$ cat config.mk
export PLATFORM = sky130hd
export DESIGN_NAME = glyph_grid_pack_and_hash_core
export DESIGN_NICKNAME = d
export VERILOG_FILES = /design/src/hw/rtl/ggp_pkg.sv /design/src/hw/rtl/ggp_line_unit.sv /design/src/hw/rtl/glyph_grid_pack_and_hash_core.sv
export SDC_FILE = /design/constraint.sdc
export NUM_CORES = 1
export LEC_CHECK = 0
export BUFFER_PORTS_ARGS = -buffer_cell sky130_fd_sc_hd__buf_2
export CAP_MARGIN = 5
export CORE_ASPECT_RATIO = 1.4
export CORE_UTILIZATION = 39
export DETAILED_ROUTE_END_ITERATION = 10
export REMOVE_ABC_BUFFERS = 1
export SLEW_MARGIN = 0
export SYNTH_ARGS = -nofsm -noshare
export SYNTH_HDL_FRONTEND = slang
export SYNTH_SLANG_ARGS = --single-unit
$ cat constraint.sdc
create_clock -name clk_i -period 13.6 [get_ports clk_i]
set_clock_uncertainty 0.2 [all_clocks]
set_input_delay 0 -clock clk_i [delete_from_list [all_inputs] [get_ports clk_i]]
set_output_delay 0 -clock clk_i [all_outputs]
set_load 0.01 [all_outputs]
$ cat src/hw/rtl/ggp_pkg.sv
// shared types, constants and helper functions for the glyph grid packer
`default_nettype none

package ggp_pkg;

  // fnv-1a 64 constants
  localparam logic [63:0] HashBasis = 64'hCBF2_9CE4_8422_2325;
  localparam logic [63:0] HashPrime = 64'h0000_0100_0000_01B3;

  // prefix lengths of the signature line and the text line
  localparam int unsigned HdrLen = 26;
  localparam int unsigned TxtLen = 5;

  // rows per grid and cells per row
  localparam int unsigned GridRows  = 8;
  localparam int unsigned RowCells  = 8;
  localparam int unsigned RowIdxW   = $clog2(GridRows);

  // character codes
  localparam logic [7:0] ChNul  = 8'h00;
  localparam logic [7:0] ChNl   = 8'h0A;
  localparam logic [7:0] ChCr   = 8'h0D;
  localparam logic [7:0] ChDot  = 8'h2E;
  localparam logic [7:0] ChHash = 8'h23;

  // summary of a line that closes in the current cycle
  typedef struct packed {
    logic       fire;
    logic       is_header;
    logic       is_row;
    logic [7:0] bits;
  } line_close_t;

  // expected byte of the signature line at a given position
  function automatic logic [7:0] hdr_byte(input logic [4:0] idx);
    logic [7:0] b;
    case (idx)
      5'd0:    b = 8'h53;
      5'd1:    b = 8'h48;
      5'd2:    b = 8'h41;
      5'd3:    b = 8'h4B;
      5'd4:    b = 8'h54;
      5'd5:    b = 8'h49;
      5'd6:    b = 8'h5F;
      5'd7:    b = 8'h57;
      5'd8:    b = 8'h52;
      5'd9:    b = 8'h49;
      5'd10:   b = 8'h54;
      5'd11:   b = 8'h54;
      5'd12:   b = 8'h45;
      5'd13:   b = 8'h4E;
      5'd14:   b = 8'h5F;
      5'd15:   b = 8'h54;
      5'd16:   b = 8'h45;
      5'd17:   b = 8'h58;
      5'd18:   b = 8'h54;
      5'd19:   b = 8'h5F;
      5'd20:   b = 8'h38;
      5'd21:   b = 8'h58;
      5'd22:   b = 8'h38;
      5'd23:   b = 8'h5F;
      5'd24:   b = 8'h56;
      5'd25:   b = 8'h31;
      default: b = 8'h00;
    endcase
    return b;
  endfunction

  // expected byte of the text line prefix
  function automatic logic [7:0] txt_byte(input logic [2:0] idx);
    logic [7:0] b;
    case (idx)
      3'd0:    b = 8'h54;
      3'd1:    b = 8'h45;
      3'd2:    b = 8'h58;
      3'd3:    b = 8'h54;
      3'd4:    b = 8'h3D;
      default: b = 8'h00;
    endcase
    return b;
  endfunction

  // one fnv-1a step; the prime is sparse so the product is a few shifted adds
  function automatic logic [63:0] fnv_fold(input logic [63:0] h, input logic [7:0] b);
    logic [63:0] x;
    x = h ^ {56'd0, b};
    return (x << 40) + (x << 8) + (x << 7) + (x << 5) + (x << 4) + (x << 1) + x;
  endfunction

endpackage

`default_nettype wire

$ cat src/hw/rtl/ggp_line_unit.sv
// line splitter: prefix matching and cell packing for the current line
`default_nettype none

module ggp_line_unit import ggp_pkg::*; #(
  parameter int unsigned LineBuffer = 256
) (
  input  wire logic        clk_i,
  input  wire logic        rst_ni,
  input  wire logic        step_i,
  input  wire logic [7:0]  char_code_i,
  input  wire logic        char_valid_i,
  input  wire logic        last_i,
  output line_close_t      close_o
);

  localparam int unsigned PosW = $clog2(LineBuffer);

  logic [PosW-1:0] pos_q, pos_d, pos_n;
  logic            hm_q, hm_d, hm_n;
  logic            tm_q, tm_d, tm_n;
  logic            stop_q, stop_d, stop_n;
  logic [3:0]      cnt_q, cnt_d, cnt_n;
  logic [7:0]      bits_q, bits_d, bits_n;
  logic            take;
  logic            byte_close;
  logic            line_close;

  // fold the incoming byte into the line state
  always_comb begin
    take   = step_i && char_valid_i;
    pos_n  = pos_q;
    hm_n   = hm_q;
    tm_n   = tm_q;
    stop_n = stop_q;
    cnt_n  = cnt_q;
    bits_n = bits_q;
    if (take) begin
      if (pos_q < PosW'(HdrLen) && char_code_i != hdr_byte(pos_q[4:0])) begin
        hm_n = 1'b0;
      end
      if (pos_q < PosW'(TxtLen) && char_code_i != txt_byte(pos_q[2:0])) begin
        tm_n = 1'b0;
      end
      pos_n = pos_q + 1'b1;
      if (!stop_q) begin
        if (char_code_i == ChNul || char_code_i == ChNl || char_code_i == ChCr) begin
          stop_n = 1'b1;
        end else if (char_code_i == ChDot || char_code_i == ChHash) begin
          bits_n = {bits_q[6:0], char_code_i == ChHash};
          if (cnt_q != 4'hF) begin
            cnt_n = cnt_q + 4'd1;
          end
        end
      end
    end
  end

  // line ends at newline, at the buffer limit, or at end of file
  always_comb begin
    byte_close = take && (char_code_i == ChNl || pos_n >= PosW'(LineBuffer - 1));
    line_close = byte_close || (step_i && last_i && pos_n != '0);
  end

  // classify the closing line
  always_comb begin
    close_o.fire      = line_close;
    close_o.is_header = hm_n && pos_n >= PosW'(HdrLen);
    close_o.is_row    = !close_o.is_header && !(tm_n && pos_n >= PosW'(TxtLen)) &&
                        cnt_n == 4'(RowCells);
    close_o.bits      = bits_n;
  end

  // next line state: cleared once a line closes or the file ends
  always_comb begin
    if (line_close || (step_i && last_i)) begin
      pos_d  = '0;
      hm_d   = 1'b1;
      tm_d   = 1'b1;
      stop_d = 1'b0;
      cnt_d  = '0;
      bits_d = '0;
    end else begin
      pos_d  = pos_n;
      hm_d   = hm_n;
      tm_d   = tm_n;
      stop_d = stop_n;
      cnt_d  = cnt_n;
      bits_d = bits_n;
    end
  end

  always_ff @(posedge clk_i or negedge rst_ni) begin
    if (!rst_ni) begin
      pos_q  <= '0;
      hm_q   <= 1'b1;
      tm_q   <= 1'b1;
      stop_q <= 1'b0;
      cnt_q  <= '0;
      bits_q <= '0;
    end else begin
      pos_q  <= pos_d;
      hm_q   <= hm_d;
      tm_q   <= tm_d;
      stop_q <= stop_d;
      cnt_q  <= cnt_d;
      bits_q <= bits_d;
    end
  end

endmodule

`default_nettype wire

$ cat src/hw/rtl/glyph_grid_pack_and_hash_core.sv
// glyph grid packer top level: input register, grid and hash state, result register
//
// Input channel (in_valid_i / in_stall_o) carries one file byte per transaction
// in char_code_i, qualified by char_valid_i; last_i marks the end of the file.
// An item with char_valid_i low and last_i low does nothing.
// Output channel (out_valid_o / out_stall_i) carries one result per file: the
// status, the eight rows of the first grid, the row hash and the grid count.
// Throughput: one byte per cycle while in_stall_o is low. The line, hash and
// grid update is a single combinational step between the input register and
// the state registers; the hash multiply is a fixed set of shifted adds.
// out_valid_o rises once the transaction carrying last_i has passed the input
// register and reached the result register, taken when out_stall_i is low.
// While a result waits under out_stall_i, ordinary bytes keep flowing; only a
// second end-of-file item holds in the input register, and in_stall_o rises.
// Reset clears both registers and returns the line, grid and hash state to
// their start values; after every result the state starts over for the next
// file.
`default_nettype none

module glyph_grid_pack_and_hash_core import ggp_pkg::*; #(
  parameter int unsigned LineBuffer = 256
) (
  input  wire logic        clk_i,
  input  wire logic        rst_ni,
  input  wire logic        in_valid_i,
  output logic             in_stall_o,
  input  wire logic [7:0]  char_code_i,
  input  wire logic        char_valid_i,
  input  wire logic        last_i,
  output logic             out_valid_o,
  input  wire logic        out_stall_i,
  output logic             status_o,
  output logic [7:0]       grid_row_0_o,
  output logic [7:0]       grid_row_1_o,
  output logic [7:0]       grid_row_2_o,
  output logic [7:0]       grid_row_3_o,
  output logic [7:0]       grid_row_4_o,
  output logic [7:0]       grid_row_5_o,
  output logic [7:0]       grid_row_6_o,
  output logic [7:0]       grid_row_7_o,
  output logic [63:0]      row_hash_o,
  output logic [15:0]      grid_count_o
);

  // input register
  logic       s1_valid_q, s1_valid_d;
  logic [7:0] s1_code_q;
  logic       s1_cv_q;
  logic       s1_last_q;
  logic       in_accept;
  logic       s1_fire;
  logic       file_end;

  // file state
  logic [63:0]        hash_q, hash_d, hash_n;
  logic [15:0]        grids_q, grids_d, grids_n;
  logic [RowIdxW-1:0] ridx_q, ridx_d, ridx_n;
  logic               hdr_q, hdr_d, hdr_n;
  logic [7:0]         grid_q [GridRows];
  logic [7:0]         grid_d [GridRows];
  logic [7:0]         grid_n [GridRows];
  logic               row_done;

  // result register
  logic        out_valid_q, out_valid_d;
  logic        out_status_q;
  logic [7:0]  out_grid_q [GridRows];
  logic [63:0] out_hash_q;
  logic [15:0] out_count_q;

  line_close_t lc;

  // input handshake: only an end-of-file item waits for the result register
  always_comb begin
    s1_fire    = s1_valid_q && !(s1_last_q && out_valid_q && out_stall_i);
    in_stall_o = s1_valid_q && !s1_fire;
    in_accept  = in_valid_i && !in_stall_o;
    s1_valid_d = in_accept || (s1_valid_q && !s1_fire);
    file_end   = s1_fire && s1_last_q;
  end

  always_ff @(posedge clk_i or negedge rst_ni) begin
    if (!rst_ni) begin
      s1_valid_q <= 1'b0;
    end else begin
      s1_valid_q <= s1_valid_d;
    end
  end

  always_ff @(posedge clk_i) begin
    if (in_accept) begin
      s1_code_q <= char_code_i;
      s1_cv_q   <= char_valid_i;
      s1_last_q <= last_i;
    end
  end

  ggp_line_unit #(
    .LineBuffer (LineBuffer)
  ) u_line (
    .clk_i        (clk_i),
    .rst_ni       (rst_ni),
    .step_i       (s1_fire),
    .char_code_i  (s1_code_q),
    .char_valid_i (s1_cv_q),
    .last_i       (s1_last_q),
    .close_o      (lc)
  );

  // grid, hash and count update for a closing line
  always_comb begin
    row_done = lc.fire && lc.is_row;
    hdr_n    = hdr_q || (lc.fire && lc.is_header);
    hash_n   = row_done ? fnv_fold(hash_q, lc.bits) : hash_q;
    ridx_n   = row_done ? ridx_q + 1'b1 : ridx_q;
    grids_n  = grids_q;
    if (row_done && ridx_q == RowIdxW'(GridRows - 1) && grids_q != 16'hFFFF) begin
      grids_n = grids_q + 16'd1;
    end
    for (int i = 0; i < GridRows; i++) begin
      grid_n[i] = grid_q[i];
    end
    if (row_done && grids_q == '0) begin
      grid_n[ridx_q] = lc.bits;
    end
  end

  // state restarts after each end of file
  always_comb begin
    if (file_end) begin
      hash_d  = HashBasis;
      grids_d = '0;
      ridx_d  = '0;
      hdr_d   = 1'b0;
      for (int i = 0; i < GridRows; i++) begin
        grid_d[i] = '0;
      end
    end else begin
      hash_d  = hash_n;
      grids_d = grids_n;
      ridx_d  = ridx_n;
      hdr_d   = hdr_n;
      for (int i = 0; i < GridRows; i++) begin
        grid_d[i] = grid_n[i];
      end
    end
  end

  always_ff @(posedge clk_i or negedge rst_ni) begin
    if (!rst_ni) begin
      hash_q  <= HashBasis;
      grids_q <= '0;
      ridx_q  <= '0;
      hdr_q   <= 1'b0;
      for (int i = 0; i < GridRows; i++) begin
        grid_q[i] <= '0;
      end
    end else begin
      hash_q  <= hash_d;
      grids_q <= grids_d;
      ridx_q  <= ridx_d;
      hdr_q   <= hdr_d;
      for (int i = 0; i < GridRows; i++) begin
        grid_q[i] <= grid_d[i];
      end
    end
  end

  // result register
  assign out_valid_d = file_end || (out_valid_q && out_stall_i);

  always_ff @(posedge clk_i or negedge rst_ni) begin
    if (!rst_ni) begin
      out_valid_q <= 1'b0;
    end else begin
      out_valid_q <= out_valid_d;
    end
  end

  always_ff @(posedge clk_i) begin
    if (file_end) begin
      out_status_q <= !hdr_n || grids_n == '0 || ridx_n != '0;
      out_hash_q   <= hash_n;
      out_count_q  <= grids_n;
      for (int i = 0; i < GridRows; i++) begin
        out_grid_q[i] <= grid_n[i];
      end
    end
  end

  // output ports
  assign out_valid_o  = out_valid_q;
  assign status_o     = out_status_q;
  assign grid_row_0_o = out_grid_q[0];
  assign grid_row_1_o = out_grid_q[1];
  assign grid_row_2_o = out_grid_q[2];
  assign grid_row_3_o = out_grid_q[3];
  assign grid_row_4_o = out_grid_q[4];
  assign grid_row_5_o = out_grid_q[5];
  assign grid_row_6_o = out_grid_q[6];
  assign grid_row_7_o = out_grid_q[7];
  assign row_hash_o   = out_hash_q;
  assign grid_count_o = out_count_q;

  // state is back at its start values after a file ends
  a_file_restart: assert property (@(posedge clk_i) disable iff (!rst_ni)
    file_end |=> (grids_q == '0 && ridx_q == '0 && hash_q == HashBasis && !hdr_q))
    else $error("file state not restarted after end of file");

  // the input only stalls behind a held result for a second end-of-file item
  a_stall_cause: assert property (@(posedge clk_i) disable iff (!rst_ni)
    in_stall_o |-> (s1_valid_q && s1_last_q && out_valid_q && out_stall_i))
    else $error("input stalled without a pending result");

  // a pure result always has at least one complete grid
  a_pure_has_grid: assert property (@(posedge clk_i) disable iff (!rst_ni)
    (out_valid_o && !status_o) |-> (grid_count_o != '0))
    else $error("pure status with zero grids");

  // a new result is loaded only into an empty or draining result register
  a_no_overwrite: assert property (@(posedge clk_i) disable iff (!rst_ni)
    file_end |-> !(out_valid_q && out_stall_i))
    else $error("result overwritten while stalled");

endmodule

`default_nettype wire

==> flow_summary_export.csv, run 1 <==
group,metric,value,unit
cells_and_area,layout-drive-gt1-share,14.9,%
clock_tree,worstSkewPairLatency,0.57,ns
detailed_routing,first_iter_violations,1052,
clock_tree,cts_root_buf,"clkbuf_16",
grt,grt_pass1_vias,17247,
sta,hold_violations,0,
clock_tree,cts_setup_buffers,0,
synth,synth_area,23900,µm²
clock_tree,cts.sinks,328,
sta,setup_slack,3.56,ns
setup_path,cp-end-kind,"flip-flop",
setup_path,critPathMaxStageDelay,0.87,ns
detailed_routing,wl_per_cell,19.1,µm
cells_and_area,num_antenna_cells,0,
power_and_ir_drop,p_sw_share,27.1,%
setup_path,path_cells,"or3_1, nor4_2, nand2_1, mux2_2, xnor2_1, inv_1, fa_1, inv_1, fa_1, inv_1, fa_1, ha_1, ha_1, o21ai_0, a211o_1, a2111oi_0, o2111ai_1, a2111oi_0, o311a_1, o31ai_1, o21ai_0, mux2i_1, xor2_1, nand2b_1",
floorplan,ios,161,
flow_run,cap_viol_max_count,0,
power_and_ir_drop,p_comb_share,13.5,%
detailed_routing,drc,0,
floorplan,fp-row-count,107,
setup_path,worst-setup-path-type,"reg2reg",
floorplan,chipHeight,295,µm
clock_tree,htree_levels,2,
place,dp.cells,3057,
synth,synth_cells,2162,
sta,period_share,73.8,%
clock_tree,cts_resized,0,
power_and_ir_drop,power.internal,1.78,mW
detailed_routing,drt_pass1_iterations,5,
cells_and_area,final_net_count,2684,
floorplan,die_area,62300,µm²
floorplan,core_region_area,60800,µm²
clock_tree,cts_tree,"done",
grt,gr-total-overflow,0,
power_and_ir_drop,ir_worst_vdd,0.0717,mV
detailed_routing,ant_nets,0,
synth,postSynth.asyncResetShare,52.7,%
place,port_buffers,160,
cells_and_area,stdcell_count,3146,
floorplan,start_util,39.3,%
setup_path,critPathTopFamily,"compound AO/OA/AOI/OAI gates",
synth,synth_cell_types,87,
grt,grt_pass1_wl,96200,µm
floorplan,die_x,211,µm
detailed_routing,via_per_inst,5.22,
place,gp_congestion,0.900,
cells_and_area,post-route-util,44.3,%
sta,fmax,99.6,MHz
sta,rsz0062_at_grt,"false",
sta,slew_headroom,33.0,%
sta,min_period,10.04,ns
power_and_ir_drop,pwr-share-seq,44.8,%
hold_path,min_path_type,"in2reg",
setup_path,slowest_stage,"a2111oi_0",
cells_and_area,stdcell_area,27000,µm²
synth,synth_edf_count,155,
grt,grt_max_degree,83,
sta,worst_pin_slew,1.00,ns
sta,setup_tns,0,ns
synth,synth_seq_cells,328,
grt,grtUsageTotal,19.9,%
cells_and_area,area_growth,12.8,%
setup_path,required,13.90,ns
place,hpwl,44400,µm
setup_path,cp.arrival,10.35,ns
setup_path,worstSetupStartpointType,"flip-flop",
place,placed_area,25500,µm²
power_and_ir_drop,leakagePower,12.0,nW
synth,ys.flop_type,"edfxtp_1",
synth,ys_seq_area_share,37.7,%
synth,synth_warnings,0,
synth,syn_area_per_cell,11.1,µm²
power_and_ir_drop,pwr-share-clk,41.7,%
power_and_ir_drop,power.density,90.5,nW/µm²
grt,antenna_found_initial,0,
clock_tree,cts_buffers,34,
setup_path,critical_path_peak_fanout,18,
setup_path,worst-path-buf-inv,3,
status,status,"completed",
sta,drv_slew,0,
place,pre_cts_ws,3.47,ns
clock_tree,clockBufferDepth,3,
sta,setup_viol,0,
clock_tree,path_clk_slew,0.07,ns
detailed_routing,num_vias,16413,
power_and_ir_drop,switching_power,661,µW
detailed_routing,routed_wl,60200,µm
clock_tree,cts_hold_buf,27,
==> routing by layer <==
metal | GRT usage (%) | up-vias | share of wire (%)
met4 | 6.91 | 0 | 3.2
met3 | 2.77 | 113 | 3.6
met2 | 34.4 | 358 | 51
li1 | - | 7666 | -
met1 | 25.4 | 8276 | 42
met5 | 0 | - | 0
==> logic make-up after synthesis <==
group | Yosys count | synth area share (%)
adder cells (fa/ha/maj) | 367 | 26.9
flip-flops | 328 | 37.7
multiplexers | 76 | 3.56
AO/OA/AOI/OAI | 358 | 9.49
AND/OR/NAND/NOR | 634 | 13.6
buffers and inverters | 291 | 4.74
XOR/XNOR | 108 | 3.96
==> registers in the layout, summed over array words and instances, names as in the netlist <==
signal and cells:
grid_q 64, hash_q 64, out_grid_q 64, row_hash_o 64, grid_count_o 16, grids_q 16, s1_code_q 8, u_line.bits_q 8
u_line.pos_q 8, u_line.cnt_q 4, ridx_q 3, hdr_q 1, out_valid_o 1, s1_cv_q 1, s1_last_q 1, s1_valid_q 1
status_o 1, u_line.hm_q 1, u_line.stop_q 1, u_line.tm_q 1
==> cells in the final DEF (no fill, tap or decap), types with 58 or more instances in the layout <==
cell,n
xnor2_1,66
nand2b_1,71
a21oi_1,136
edfxtp_1,155
dfrtp_1,143
buf_2,159
ha_1,122
fa_1,245
mux2_2,58
nor2_1,76
nand2_1,216
inv_1,191
==> through the flow <==
step / power [mW] / hold slack (ns)
global placement: 1.44 / -0.200
finish: 2.44 / 0.0603
CTS: 2.47 / 0.0357
floorplan: 1.32 / -0.496
global route: 2.54 / 0.0562
detailed placement: 1.44 / -0.198
==> tightest hold or removal path, cell delays in order <==
cell,delay (ns)
dlygate4sd3_1,0.52
buf_2,0.12
nand2_1,0.07
nand2_1,0.07
==> final cells by class <==
cell class                 count  area [µm²]
fill                        5746       33800
multi-input combinational   1543       13800
sequential                   328        9020
timing repair buffer         203        1210
tap                          817        1020
clock buffer                  41         918
inverter                     193         732
clock inverter                21         288
==> power by group through the flow <==
stage | combinational (mW) | sequential, mW | clock [mW]
after floorplan | 0.191 | 1.13 | 0
after global placement | 0.327 | 1.11 | 0
after detailed placement | 0.325 | 1.11 | 0
after CTS | 0.334 | 1.09 | 1.05
after global routing | 0.367 | 1.10 | 1.08
final | 0.329 | 1.09 | 1.02
==> synthesized netlist by cell type (12+ instances only) <==
library cell  count  share of area [%]
fa_1            245                 21
nand2_1         216                3.4
inv_1           192                3.0
edfxtp_1        155                 19
dfrtp_1         143                 15
a21oi_1         136                2.8
ha_1            122                6.4
nor2_1           76                1.2
clkbuf_1         71                1.1
nand2b_1         71                1.9
xnor2_1          66                2.4
mux2_2           58                2.7
and2_1           56                1.5
o21ai_0          56                1.2
nand3_1          52                1.1
a21o_1           46                1.4
nand4_1          42                1.1
xor2_1           42                1.5
dfstp_2          30                3.3
and3_1           23               0.60
buf_2            20               0.42
nor3_1           20               0.42
mux2i_1          16               0.67
nor2b_1          16               0.42
a31oi_1          14               0.37
o21bai_1         12               0.38
==> path summary, 6_finish.rpt <==
path | startpoint | endpoint | slack [ns] | cells after the start
worst min-delay path | out_stall_i | out_valid_o | 0.06 | 4
worst max register to register | s1_code_q[4] | hash_q[63] | 3.56 | 24
worst min register to register | hdr_q | hdr_q | 0.30 | 2
worst max-delay path | s1_code_q[4] | hash_q[63] | 3.56 | 24
max in group asynchronous | rst_ni | hash_q[28] | 11.92 | 4
min in group asynchronous | rst_ni | hash_q[39] | 0.38 | 3
(Power assumes the default switching activity.)
==> run 2, diff against run 1 <==
- clock period: 13.6 -> 8.9 ns (I/O delays scaled with it)
==> run 2 against run 1 <==
First-iteration DRC count is 7.8% lower. Combinational power grew 56%. Setup slack got worse by 2.9 ns. Flip-flop and latch count unchanged. Clock-buffer cell count down 1. Critical endpoint unchanged. Critical path depth increased by 4. Sequential share of layout area is 0.27 points lower. Clock power is 65% higher. Critical path type unchanged. Fmax increased by 22%.
==> flow_summary_export.csv, run 2 (synthesis results as in run 1) <==
group,metric,value,unit
setup_path,critPathTopFamily,"adder cells",
cells_and_area,stdcell_count,3161,
setup_path,slowest_stage,"fa_1",
grt,grt_pass1_vias,17420,
floorplan,core_region_area,60800,µm²
cells_and_area,layout-drive-gt1-share,15.6,%
power_and_ir_drop,power.density,142,nW/µm²
clock_tree,cts_root_buf,"clkbuf_16",
sta,rsz0062_at_grt,"false",
grt,grt_max_degree,84,
clock_tree,htree_levels,2,
place,dp.cells,3070,
floorplan,ios,161,
detailed_routing,wl_per_cell,19.4,µm
clock_tree,path_clk_slew,0.06,ns
sta,min_period,8.23,ns
sta,slew_headroom,31.4,%
sta,setup_viol,0,
cells_and_area,mostFrequentLayoutCells,"245 x fa_1, 215 x nand2_1, 191 x inv_1, 159 x buf_2, 155 x edfxtp_1",
floorplan,fp-row-count,107,
setup_path,required,9.19,ns
place,gp_congestion,0.887,
setup_path,crit_top_cell,"buf_4",
cells_and_area,final_net_count,2698,
detailed_routing,ant_nets,0,
detailed_routing,drc,0,
sta,hold_violations,0,
grt,gr-total-overflow,0,
grt,grt_pass1_wl,97400,µm
clock_tree,cts_buffers,35,
floorplan,die_area,62300,µm²
detailed_routing,drt_pass1_iterations,5,
place,placed_area,25600,µm²
floorplan,die_x,211,µm
floorplan,chipHeight,295,µm
power_and_ir_drop,ir_worst_vdd,0.0941,mV
detailed_routing,routed_wl,61400,µm
clock_tree,cts_tree,"done",
setup_path,r2r_slack,0.67,ns
grt,grtUsageTotal,20.2,%
power_and_ir_drop,leakagePower,12.2,nW
sta,fmax,121,MHz
detailed_routing,first_iter_violations,970,
place,hpwl,45200,µm
clock_tree,clockBufferDepth,3,
floorplan,start_util,39.3,%
place,port_buffers,160,
hold_path,min_path_type,"in2reg",
cells_and_area,num_antenna_cells,0,
sta,setup_slack,0.666,ns
sta,period_share,92.5,%
setup_path,worst-setup-path-type,"reg2reg",
clock_tree,worstSkewPairLatency,0.57,ns
detailed_routing,via_per_inst,5.23,
cells_and_area,area_growth,13.7,%
cells_and_area,layout_commonest_cell,"fa_1",
setup_path,cp.arrival,8.52,ns
cells_and_area,stdcell_area,27200,µm²
setup_path,cp-end-kind,"flip-flop",
grt,antenna_found_initial,0,
cells_and_area,fillers,5674,
sta,worst_pin_slew,1.03,ns
setup_path,critical_path_peak_fanout,11,
status,status,"completed",
place,pre_cts_ws,0.482,ns
setup_path,critPathMaxStageDelay,0.55,ns
clock_tree,cts.sinks,328,
detailed_routing,num_vias,16519,
flow_run,cap_viol_max_count,0,
sta,drv_slew,0,
setup_path,worst-path-buf-inv,7,
setup_path,worstSetupStartpointType,"flip-flop",
-- run 2: cell types whose count changed in the layout (fill, tap and decap cells not counted), sizes merged --
cell      delta
buf         +13
bufinv       +4
clkbuf       -1
clkinv       -5
clkinvlp     -1
inv          +5
-- run 2: report_power, final --
part           internal (mW)  switching [mW]
clock                   1.01           0.669
combinational          0.190           0.322
sequential              1.63          0.0332
-- run 2: what timing repair did --
action / 4_1_cts / 5_1_grt
setup endpoints to repair: 0 / 9
hold buffers: 27 / 0
hold endpoints to repair: 117 / 0
gates resized for setup: 0 / 4
setup buffers: 0 / 0
-- run 2: worst reg2reg max path, delay by kind of cell, from the launching register on --
kind | cells | cell delay [ns]
fa+ha+maj | 5 | 2.19
compound gates | 8 | 2.14
buf+inv | 7 | 1.04
simple gates | 4 | 1.01
mux | 2 | 0.71
flops | 1 | 0.49
xor+xnor | 2 | 0.37
-- run 2: final cells by class --
| cell class | count | area, µm² | share of cell area (%) |
|---|---|---|---|
| Timing Repair Buffer | 216 | 1310 | 4.83 |
| Tap cell | 817 | 1020 | 3.76 |
| Sequential cell | 328 | 9020 | 33.2 |
| Clock inverter | 24 | 410 | 1.51 |
| Clock buffer | 40 | 895 | 3.29 |
| Inverter | 193 | 732 | 2.69 |
| Multi-Input combinational cell | 1543 | 13800 | 50.7 |
-- run 2: final timing paths --
| path | cells after the start | start | end |
|---|---|---|---|
| worst max-delay path | 28 | s1_code_q[4] | hash_q[63] |
| worst min-delay path | 4 | out_stall_i | out_valid_o |
| worst max register to register | 28 | s1_code_q[4] | hash_q[63] |
| worst min register to register | 2 | hdr_q | hdr_q |
| max in group asynchronous | 5 | rst_ni | hash_q[60] |
| min in group asynchronous | 3 | rst_ni | u_line.tm_q |
-- run 2: metal layers --
| layer | vias to the layer above | GRT usage [%] | wire, µm |
|---|---|---|---|
| met2 | 376 | 35.5 | 31600 |
| met5 | - | 0 | 0 |
| met3 | 107 | 2.27 | 2040 |
| met4 | 0 | 6.57 | 1740 |
| met1 | 8335 | 25.7 | 26000 |
| li1 | 7701 | - | - |
-- run 2: stage by stage --
step                      power [mW]  hold slack [ns]  utilization (%)  setup TNS, ns
after floorplan                 2.01           -0.496                -         -22.77
after global placement          2.20           -0.186             42.0              0
after detailed placement        2.20           -0.181             42.0              0
after CTS                       3.91           0.0249             44.7              0
after global routing            4.00           0.0911             44.7              0
final                           3.85           0.0790             44.7              0
